### src/bhd_pkg.sv
`default_nettype none

package bhd_pkg;

    localparam int NODE_LIMIT_DEF = 64;
    localparam int NODE_W         = 6;
    localparam int HOP_W          = 7;
    localparam int COUNT_W        = 7;

    localparam logic [COUNT_W-1:0] NODE_COUNT_RST = 7'd64;
    localparam logic [HOP_W-1:0]   HOP_UNREACHED  = 7'h7F;
    localparam logic [HOP_W-1:0]   HOP_ZERO       = 7'd0;
    localparam logic [HOP_W-1:0]   HOP_STEP       = 7'd1;

    localparam logic KIND_EDGE   = 1'b0;
    localparam logic KIND_SEARCH = 1'b1;

    typedef enum logic [3:0] {
        ST_IDLE,
        ST_EDGE_RD,
        ST_EDGE_WA,
        ST_EDGE_WB,
        ST_START,
        ST_DEQ,
        ST_ROW,
        ST_SCAN,
        ST_EMIT_RD,
        ST_EMIT_LD
    } state_t;

    typedef struct packed {
        logic accept;
        logic edge_rd_a;
        logic edge_wr_a;
        logic edge_wr_b;
        logic start;
        logic deq;
        logic row_rd;
        logic scan;
        logic emit_rd;
        logic emit_ld;
        logic idx_clr;
        logic idx_inc;
    } cmd_t;

    typedef struct packed {
        logic in_kind;
        logic in_edge_ok;
        logic start_ok;
        logic queue_nonempty;
        logic idx_last;
        logic count_zero;
        logic out_free;
    } sts_t;

endpackage

`default_nettype wire

### src/bhd_ctrl.sv
`default_nettype none

module bhd_ctrl (
    input  wire logic          clk,
    input  wire logic          rst_n,
    input  wire logic          in_valid,
    output logic               in_ready,
    input  wire bhd_pkg::sts_t sts,
    output bhd_pkg::cmd_t      cmd
);

    import bhd_pkg::*;

    state_t state_reg;
    state_t state_next;

    always_comb
    begin
        state_next = state_reg;
        case (state_reg)
            ST_IDLE:
            begin
                if (in_valid)
                begin
                    if (sts.in_kind == KIND_SEARCH)
                    begin
                        state_next = ST_START;
                    end
                    else if (sts.in_edge_ok)
                    begin
                        state_next = ST_EDGE_RD;
                    end
                end
            end
            ST_EDGE_RD: state_next = ST_EDGE_WA;
            ST_EDGE_WA: state_next = ST_EDGE_WB;
            ST_EDGE_WB: state_next = ST_IDLE;
            ST_START:
            begin
                if (sts.start_ok)
                begin
                    state_next = ST_DEQ;
                end
                else if (sts.count_zero)
                begin
                    state_next = ST_IDLE;
                end
                else
                begin
                    state_next = ST_EMIT_RD;
                end
            end
            ST_DEQ:
            begin
                if (sts.queue_nonempty)
                begin
                    state_next = ST_ROW;
                end
                else
                begin
                    state_next = ST_EMIT_RD;
                end
            end
            ST_ROW: state_next = ST_SCAN;
            ST_SCAN:
            begin
                if (sts.idx_last)
                begin
                    state_next = ST_DEQ;
                end
            end
            ST_EMIT_RD: state_next = ST_EMIT_LD;
            ST_EMIT_LD:
            begin
                if (sts.out_free)
                begin
                    state_next = sts.idx_last ? ST_IDLE : ST_EMIT_RD;
                end
            end
            default: state_next = ST_IDLE;
        endcase
    end

    always_comb
    begin
        cmd      = '0;
        in_ready = 1'b0;
        case (state_reg)
            ST_IDLE:
            begin
                in_ready   = 1'b1;
                cmd.accept = in_valid;
            end
            ST_EDGE_RD: cmd.edge_rd_a = 1'b1;
            ST_EDGE_WA: cmd.edge_wr_a = 1'b1;
            ST_EDGE_WB: cmd.edge_wr_b = 1'b1;
            ST_START:
            begin
                cmd.start   = 1'b1;
                cmd.idx_clr = 1'b1;
            end
            ST_DEQ:     cmd.deq = sts.queue_nonempty;
            ST_ROW:     cmd.row_rd = 1'b1;
            ST_SCAN:
            begin
                cmd.scan    = 1'b1;
                cmd.idx_clr = sts.idx_last;
                cmd.idx_inc = !sts.idx_last;
            end
            ST_EMIT_RD: cmd.emit_rd = 1'b1;
            ST_EMIT_LD:
            begin
                cmd.emit_ld = sts.out_free;
                cmd.idx_clr = sts.out_free && sts.idx_last;
                cmd.idx_inc = sts.out_free && !sts.idx_last;
            end
            default:
            begin
                cmd = '0;
            end
        endcase
    end

    always_ff @(posedge clk or negedge rst_n)
    begin
        if (!rst_n)
        begin
            state_reg <= ST_IDLE;
        end
        else
        begin
            state_reg <= state_next;
        end
    end

endmodule

`default_nettype wire

### config.mk
export PLATFORM = sky130hd
export DESIGN_NAME = bhd_ctrl
export DESIGN_NICKNAME = d
export VERILOG_FILES = /design/src/bhd_pkg.sv /design/src/bhd_ctrl.sv
export SDC_FILE = /design/constraint.sdc
export NUM_CORES = 1
export LEC_CHECK = 0
export ABC_AREA = 0
export BUFFER_PORTS_ARGS = -buffer_cell sky130_fd_sc_hd__clkbuf_2
export CORE_AREA = 2 2 39 41
export DETAILED_ROUTE_END_ITERATION = 10
export DIE_AREA = 0 0 41 43
export GPL_ROUTABILITY_DRIVEN = 1
export SLEW_MARGIN = 30
export SYNTH_ARGS = -nofsm -noshare
export SYNTH_HDL_FRONTEND = slang
export SYNTH_SLANG_ARGS = --single-unit
### constraint.sdc
create_clock -name clk -period 4 [get_ports clk]
set_input_delay 0 -clock clk [delete_from_list [all_inputs] [get_ports clk]]
set_output_delay 0 -clock clk [all_outputs]
set_load 0.1 [all_outputs]
==> Yosys cells after proc, flatten, opt, wreduce, memory -nomap -nowiden <==
Index checks and enable logic that the tools add are counted.
{ "op_classes": {"eq_ne": 13, "mux": 23, "n_reduce_logical": 5} }
{ "ops": {"columns": ["cell", "count"], "rows": [
  ["2-to-1 mux 4 bit", 9],
  ["one-hot mux 4 bit (9 select lines)", 1],
  ["== test 4 x 3 -> 1 bit, second input constant", 4],
  ["2-to-1 mux 1 bit", 11],
  ["== test 4 x 2 -> 1 bit, second input constant", 2],
  ["== test 4 bit, second input constant", 2],
  ["!= test 2 bit, second input constant", 3],
  ["== test 4 x 1 -> 1 bit, second input constant", 1],
  ["zero test 4 bit", 1],
  ["AND reduction 4 bit", 1],
  ["!= test 3 bit, second input constant", 1],
  ["one-hot mux 1 bit (3 select lines)", 1],
  ["logical AND 1 bit", 2],
  ["one-hot mux 1 bit (2 select lines)", 1],
  ["zero test 1 bit", 1]
]} }
{ "word_totals": {"output_inout_bits": 13, "register_bits": 4, "word_cells": 42, "input_bits": 10} }

==> Logic depth before layout (Yosys ltp) <==
Gate-level depths: netlist of run 1.
{ "depth": {"word_depth": 4, "mapped_depth": 5, "depth_no_buf": 4} }

==> Worst setup path before layout of run 1 <==
Ideal clock, no wire load.
{ "synth_path": {"kind": "reg-to-output", "from": "reg state_reg[0]", "to": "out cmd[9] (netlist name)", "stages_incl_launch_ff": 4, "required_ns": 4.000, "slack_ns": 0.150, "t_arrival_ns": 3.850, "n_path_buf": 2, "path_cell_list": "dfrtp_1 > buf_6 > clkbuf_1 > nor4b_1"} }
{ "synth_lines": {"columns": ["item", "line_no", "rtl"], "rows": [
  ["start, declared", "bhd_ctrl.sv:14", "state_t state_reg;"],
  ["start signal, assigned", "bhd_ctrl.sv:132", "state_reg <= state_next;"],
  ["end, declared", "bhd_ctrl.sv:9", "output bhd_pkg::cmd_t cmd"]
]} }

==> key figures, run 1 <==
Status
  • Status: finished, final reports clean

Logic synthesis
  • Area leader, netlist: dfrtp_1
  • Xor/xnor share of the synthesized area: 0
  • Synth Area in Compound Gates: 0.2663
  • Top post-synthesis cells by area: dfrtp_1 (23%), nor4_4 (4.8%), and3_1 (4.2%)
  • Seq/Total Area, Yosys: 0.2266
  • Synth cell types: 30
  • #FFs+latches synth: 4
  • Largest family of logic cells by synthesized area: simple AND/OR/NAND/NOR gates
  • Asr flop ratio synth: 1.000
  • Most used flip-flop cell after synthesis: dfrtp_1
  • Syn Std Cell Area: between 400 and 500 µm²
  • Avg Cell Area, Syn: ~7.7 µm²
  • Synthesized-area fraction occupied by adder cells: 0
  • Post-synth EDFFs: 0
  • Gate Count Post-Synth: 57
  • Post-Syn Nets: 67
  • Post-synthesis simple-gate area fraction: 0.3796
  • Post-synthesis mux area share: 0.03399
  • Synth top area share: 0.2266
  • Syn. warnings: 0

Routing
  • Routed wire per std cell: around 12 µm
  • Vias per Instance: just over 5
  • DR iter-0 viols: 9
  • Vias post-DR: about 480
  • Residual DRC: 0
  • Antenna-violating nets left: 0
  • First-pass DRT Iterations: 3
  • Wirelength, routed: between 1 and 1.5 mm

Layout
  • Layout Nets: 90
  • Area growth syn-to-layout: 30.03%
  • Commonest non-fill, non-tap cell in the layout: clkbuf_2
  • Share of layout cells above drive strength 1: 0.3718
  • Diode count: 0
  • Most frequent cells in the layout: clkbuf_2 (22), nand2_1 (5), nor2_1 (4), dfrtp_1 (4)
  • Largest register FFs: 4

Critical path
  • Worst EP required: 4.00 ns
  • Worst Setup Path Type: flop to primary output
  • CP arrival: 2.06 ns
  • Setup crit end kind: primary output
  • Startpoint Class: flop
  • Worst-path maximum fanout: 12

Floorplanning
  • Row count: 14
  • Die area: between 0.0015 and 0.002 mm²
  • Die Ht: between 40 and 50 µm
  • I/O pin cnt: 23
  • Die X: around 40 µm
  • Initial Utilization: 0.3192
  • Core box area: ~0.0014 mm²

GRT
  • Initial antenna violation count: 0
  • Total gr overflow: 0
  • Global-route wire length before repair: between 1.5 and 2 mm
  • Vias in the first global route: 417
  • Global-route usage over all layers: 0.1443
  • Largest net degree at the start of global routing: 19

Timing
  • RSZ-0062 raised after global routing: false
  • Total negative slack: 0 ns
  • Fin. max-slew vios: 0
  • Final Cycle Share: 0.5142
  • Worst slew margin: 0.6393
  • Skew final: ~0.0056 ns
  • Final Hold Viols: 0
  • Maximum achievable frequency: between 0.4 and 0.5 GHz
  • Final min period: 2.057 ns
  • Worst-margin pin slew: around 0.54 ns
  • Final Setup Violations: 0

CTS
  • CTS clk-pin slew, worst paths: about 0.040 ns
  • CTS tree: done
  • H-tree depth: 1
  • Post-CTS Resized: 0
  • Total CTS buffers: 3
  • Root buffer cell: clkbuf_4
  • Skew-Pair Late Insertion Delay: between 0.2 and 0.25 ns
  • Clk sink count: 4
  • CTS Buffer Depth: 2

Min path
  • Worst hold path type: input pin to asynchronous set/reset pin

Place
  • Final Wtd Congestion: 0.8083
  • Number of I/O port buffers: 22
  • HPWL after DPL: between 800 and 900 µm

Run
  • # Max-Cap Violations: 0
[critical path: stages, from the launching register on]
cell and delay, ns:
dfrtp_1 0.61, nor2b_1 0.25, and2_1 0.19, a31oi_1 0.07
nor3b_1 0.21, clkbuf_2 0.48
[path summary, 6_finish.rpt]
kind	depth (start not counted)	slack (ns)	startpoint	endpoint
setup / recovery	5	1.94	state_reg[2]$_DFFE_PN0P_	cmd[0]
hold / removal	2	0.1	rst_n	state_reg[2]$_DFFE_PN0P_
max in group asynchronous	2	3.78	rst_n	state_reg[3]$_DFFE_PN0P_
hold reg to reg	2	0.76	state_reg[1]$_DFFE_PN0P_	state_reg[1]$_DFFE_PN0P_
setup reg to reg	4	2.30	state_reg[0]$_DFFE_PN0P_	state_reg[0]$_DFFE_PN0P_
min in group clk	4	0.13	sts[2]	state_reg[1]$_DFFE_PN0P_
[stage by stage]
stage	std cells	cell area [µm²]	utilization	hold WS (ns)	setup WS, ns
after floorplan	57	441.7	-	-0.2956	0.1500
after global placement	90	541.8	0.3915	-0.1899	2.178
after detailed placement	90	541.8	0.3915	-0.1901	2.211
after CTS	94	574.3	0.4150	0.1011	1.940
after global routing	94	574.3	0.4150	0.1116	1.813
final	94	574.3	0.4150	0.09824	1.943
[metal layers]
metal | vias to the layer above | part of all wire | track usage
li1 | 250 | - | -
met1 | 212 | 0.50 | 0.2124
met2 | 17 | 0.43 | 0.2063
met3 | 3 | 0.056 | 0.01571
met4 | 0 | 0.015 | 0.06000
met5 | - | 0 | 0
[timing repair]
action,in CTS,in global routing
hold buffers,1,0
buffers inserted,0,0
hold endpoints to repair,4,0
[area by class of cell]
class / instances / area [µm²]
clock buffers: 3 / 22.52
fillers: 159 / 809.5
inverters: 3 / 11.26
multi-input cells: 45 / 300.3
flip-flops and latches: 4 / 100.1
well taps: 16 / 20.02
repair buffers: 23 / 120.1
[Yosys cell counts (2+ instances only)]
| cell type | number |
|---|---|
| a21o_1 | 2 |
| a21oi_1 | 2 |
| and2_1 | 2 |
| and3_1 | 3 |
| buf_2 | 3 |
| dfrtp_1 | 4 |
| inv_1 | 3 |
| nand2_1 | 5 |
| nor2_1 | 4 |
| nor2b_1 | 3 |
| nor3_1 | 3 |
| o21ai_0 | 3 |
| o21bai_1 | 2 |
| o22ai_1 | 2 |
[cells by family after synthesis]
group,count (synthesis)
buffers and inverters,8
AOI/OAI and AO/OA,17
muxes,1
DFF,4
and+or+nand+nor,27
Power of run 1 is left out: the tool's default activity adds up to more than one toggle a clock period on the data nets, which glitch-free logic cannot reach.
==> run 2, diff against run 1 <==
--- a/config.mk
+++ b/config.mk
@@ -5,7 +5,7 @@
 export SDC_FILE = /design/constraint.sdc
 export NUM_CORES = 1
 export LEC_CHECK = 0
-export ABC_AREA = 0
+export ABC_AREA = 1
 export BUFFER_PORTS_ARGS = -buffer_cell sky130_fd_sc_hd__clkbuf_2
 export CORE_AREA = 2 2 39 41
 export DETAILED_ROUTE_END_ITERATION = 10
==> constraint.sdc (replaced) <==
create_clock -name clk -period 1.95 [get_ports clk]
set_input_delay 0 -clock clk [delete_from_list [all_inputs] [get_ports clk]]
set_output_delay 0 -clock clk [all_outputs]
set_load 0.1 [all_outputs]
==> key figures, run 2 <==
Status
  • Status: finished, final reports clean

Timing
  • Hold_ws: ~0.11 ns
  • Final WS setup: 0.1808 ns
  • Final Hold Viols: 0
  • RSZ-0062 raised after global routing: false
  • Final min period: roughly 1.8 ns
  • Final Cycle Share: 0.9073
  • Skew final: ~0.0025 ns
  • Final Setup Violations: 0
  • Worst-margin pin slew: 0.5438 ns
  • Maximum achievable frequency: 0.5652 GHz
  • Fin. max-slew vios: 0
  • Worst slew margin: 0.6390

Run
  • # Max-Cap Violations: 0

Logic synthesis
  • Gate Count Post-Synth: slightly above 80
  • Synth cell types: 16
  • Count leader, synth: nand2_1
  • Synth top area share: 0.2156
  • Commonest cells in the netlist: nand2_1 (23), inv_1 (15), nand3_1 (10)
  • Post-Syn Nets: 92
  • Seq/Total Area, Yosys: 0.2156
  • Post-synth EDFFs: 0
  • Asr flop ratio synth: 1.000
  • Syn. warnings: 0
  • Top post-synthesis cells by area: dfrtp_1 (22%), nand2_1 (19%), inv_1 (12%)
  • #FFs+latches synth: 4
  • Area leader, netlist: dfrtp_1
  • Syn Std Cell Area: 464.2 µm²
  • Most used flip-flop cell after synthesis: dfrtp_1
  • Avg Cell Area, Syn: 5.661 µm²

Layout
  • Diode count: 0
  • Most frequent cells in the layout: nand2_1 (23), clkbuf_2 (22), inv_1 (15)
  • Largest register FFs: 4
  • Multi-input logic area: about 300 µm²
  • Non-filler instance count after layout: 124
  • Fillers: ~170
  • Commonest non-fill, non-tap cell in the layout: nand2_1
  • Area growth syn-to-layout: 37.74%
  • Layout Utilization: 0.4620
  • Share of layout cells above drive strength 1: 0.4167
  • Layout Nets: 120
  • FF/Latch Area: between 100 and 150 µm²

Critical path
  • Worst EP required: slightly below 2 ns
  • Worst Setup Path Type: flop to primary output
  • Startpoint Class: flop
  • Cell family with the largest share of critical-path delay: buffers and inverters
  • Worst-path maximum fanout: 5
  • Setup crit end kind: primary output
  • Buf/Inv on CP: 3
  • CP arrival: roughly 1.8 ns
  • Crit Reg-Reg Startpoint: state_reg[1]$_DFFE_PN0P_
  • R2r setup slk: ~0.75 ns
  • Stages on worst setup path: 7
  • R2R cell count: 7
  • R2R Path End: state_reg[2]$_DFFE_PN0P_
  • CP Cell Sequence: inv_2, nor2_4, nand2_1, o21ai_1, inv_1, o21bai_2, clkbuf_2
  • Largest stage delay on the critical path: 0.46 ns
  • Slowest-stage cell, CP: dfrtp_1

Routing
  • Wirelength, routed: around 1.1 mm
  • First-pass DRT Iterations: 3
  • Routed wire per std cell: between 8 and 9 µm
  • Vias per Instance: between 4 and 5
  • Vias post-DR: 535
  • DR iter-0 viols: 7
  • Antenna-violating nets left: 0
  • Residual DRC: 0

Place
  • HPWL after DPL: about 970 µm
  • Placed instance count: 120
  • Pre-CTS setup slack: 0.4130 ns
  • Final Wtd Congestion: 0.7567
  • Number of I/O port buffers: 22

GRT
  • Initial antenna violation count: 0
  • Global-route usage over all layers: 0.1384
  • Vias in the first global route: between 400 and 500
  • Total gr overflow: 0
  • Largest net degree at the start of global routing: 9
  • Global-route wire length before repair: about 1.7 mm

Floorplanning
  • Die Ht: 43 µm
  • Initial Utilization: 0.3354
  • Core box area: 0.001384 mm²
  • I/O pin cnt: 23
  • Row count: 14
  • Die X: 41 µm
  • Die area: 0.001763 mm²

CTS
  • CTS tree: done
  • Skew-Pair Late Insertion Delay: 0.23 ns
  • Post-CTS Resized: 0
  • Total CTS buffers: 3
  • Clk sink count: 4
  • Root buffer cell: clkbuf_4
  • H-tree depth: 1
  • CTS clk-pin slew, worst paths: roughly 0.040 ns
  • CTS Buffer Depth: 2

Min path
  • Worst hold path type: input pin to asynchronous set/reset pin
==> run 2: cell count changes in the layout (fill, tap and decap cells not counted), sizes merged, moves of 3 or more <==
cell | previous run | this run
o21ai | 4 | 1
and3 | 3 | 0
nor2 | 4 | 15
nand2 | 5 | 24
nand3 | 0 | 11
inv | 3 | 22
nor2b | 3 | 0
==> run 2: repair_timing <==
item | in CTS | in global routing
setup buffers | 0 | 0
hold endpoints to repair | 4 | 0
hold buffers | 1 | 0
==> run 2: worst max path at each step <==
stage	start	endpoint	slack (ns)
final	state_reg[0]$_DFFE_PN0P_	cmd[1]	0.18
after global routing	state_reg[3]$_DFFE_PN0P_	cmd[1]	0.06
after CTS	state_reg[0]$_DFFE_PN0P_	cmd[1]	0.17
after detailed placement	state_reg[0]$_DFFE_PN0P_	cmd[1]	0.41
after global placement	state_reg[0]$_DFFE_PN0P_	cmd[1]	0.44
after floorplan	state_reg[3]$_DFFE_PN0P_	cmd[8]	-0.06
==> run 2: cell families after synthesis <==
logic type / Yosys count / synth area share
AOI/OAI and AO/OA: 3 / 0.05121
buffers and inverters: 22 / 0.1779
DFF: 4 / 0.2156
and+or+nand+nor: 53 / 0.5553
==> run 2: final cells by class <==
class	count	share of cell area
clock buffers	3	0.03523
multi-input cells	56	0.4599
well taps	16	0.03131
flip-flops and latches	4	0.1566
repair buffers	23	0.1879
inverters	22	0.1292
==> run 2: per-layer routing <==
layer	wire [µm]	up-vias	part of all wire	track usage
li1	-	297	-	-
met5	0	-	0	0
met1	479	223	0.44	0.1639
met3	63	0	0.058	0.01571
met2	542	15	0.50	0.2344
met4	0	0	0	0.06000
==> run 2: per-stage QoR <==
step | setup TNS (ns) | area (µm²)
final | 0 | 639.4
after global routing | 0 | 639.4
after CTS | 0 | 639.4
after detailed placement | 0 | 606.8
after global placement | 0 | 606.8
after floorplan | -0.1134 | 476.7
Power of run 2 is left out for the same reason.
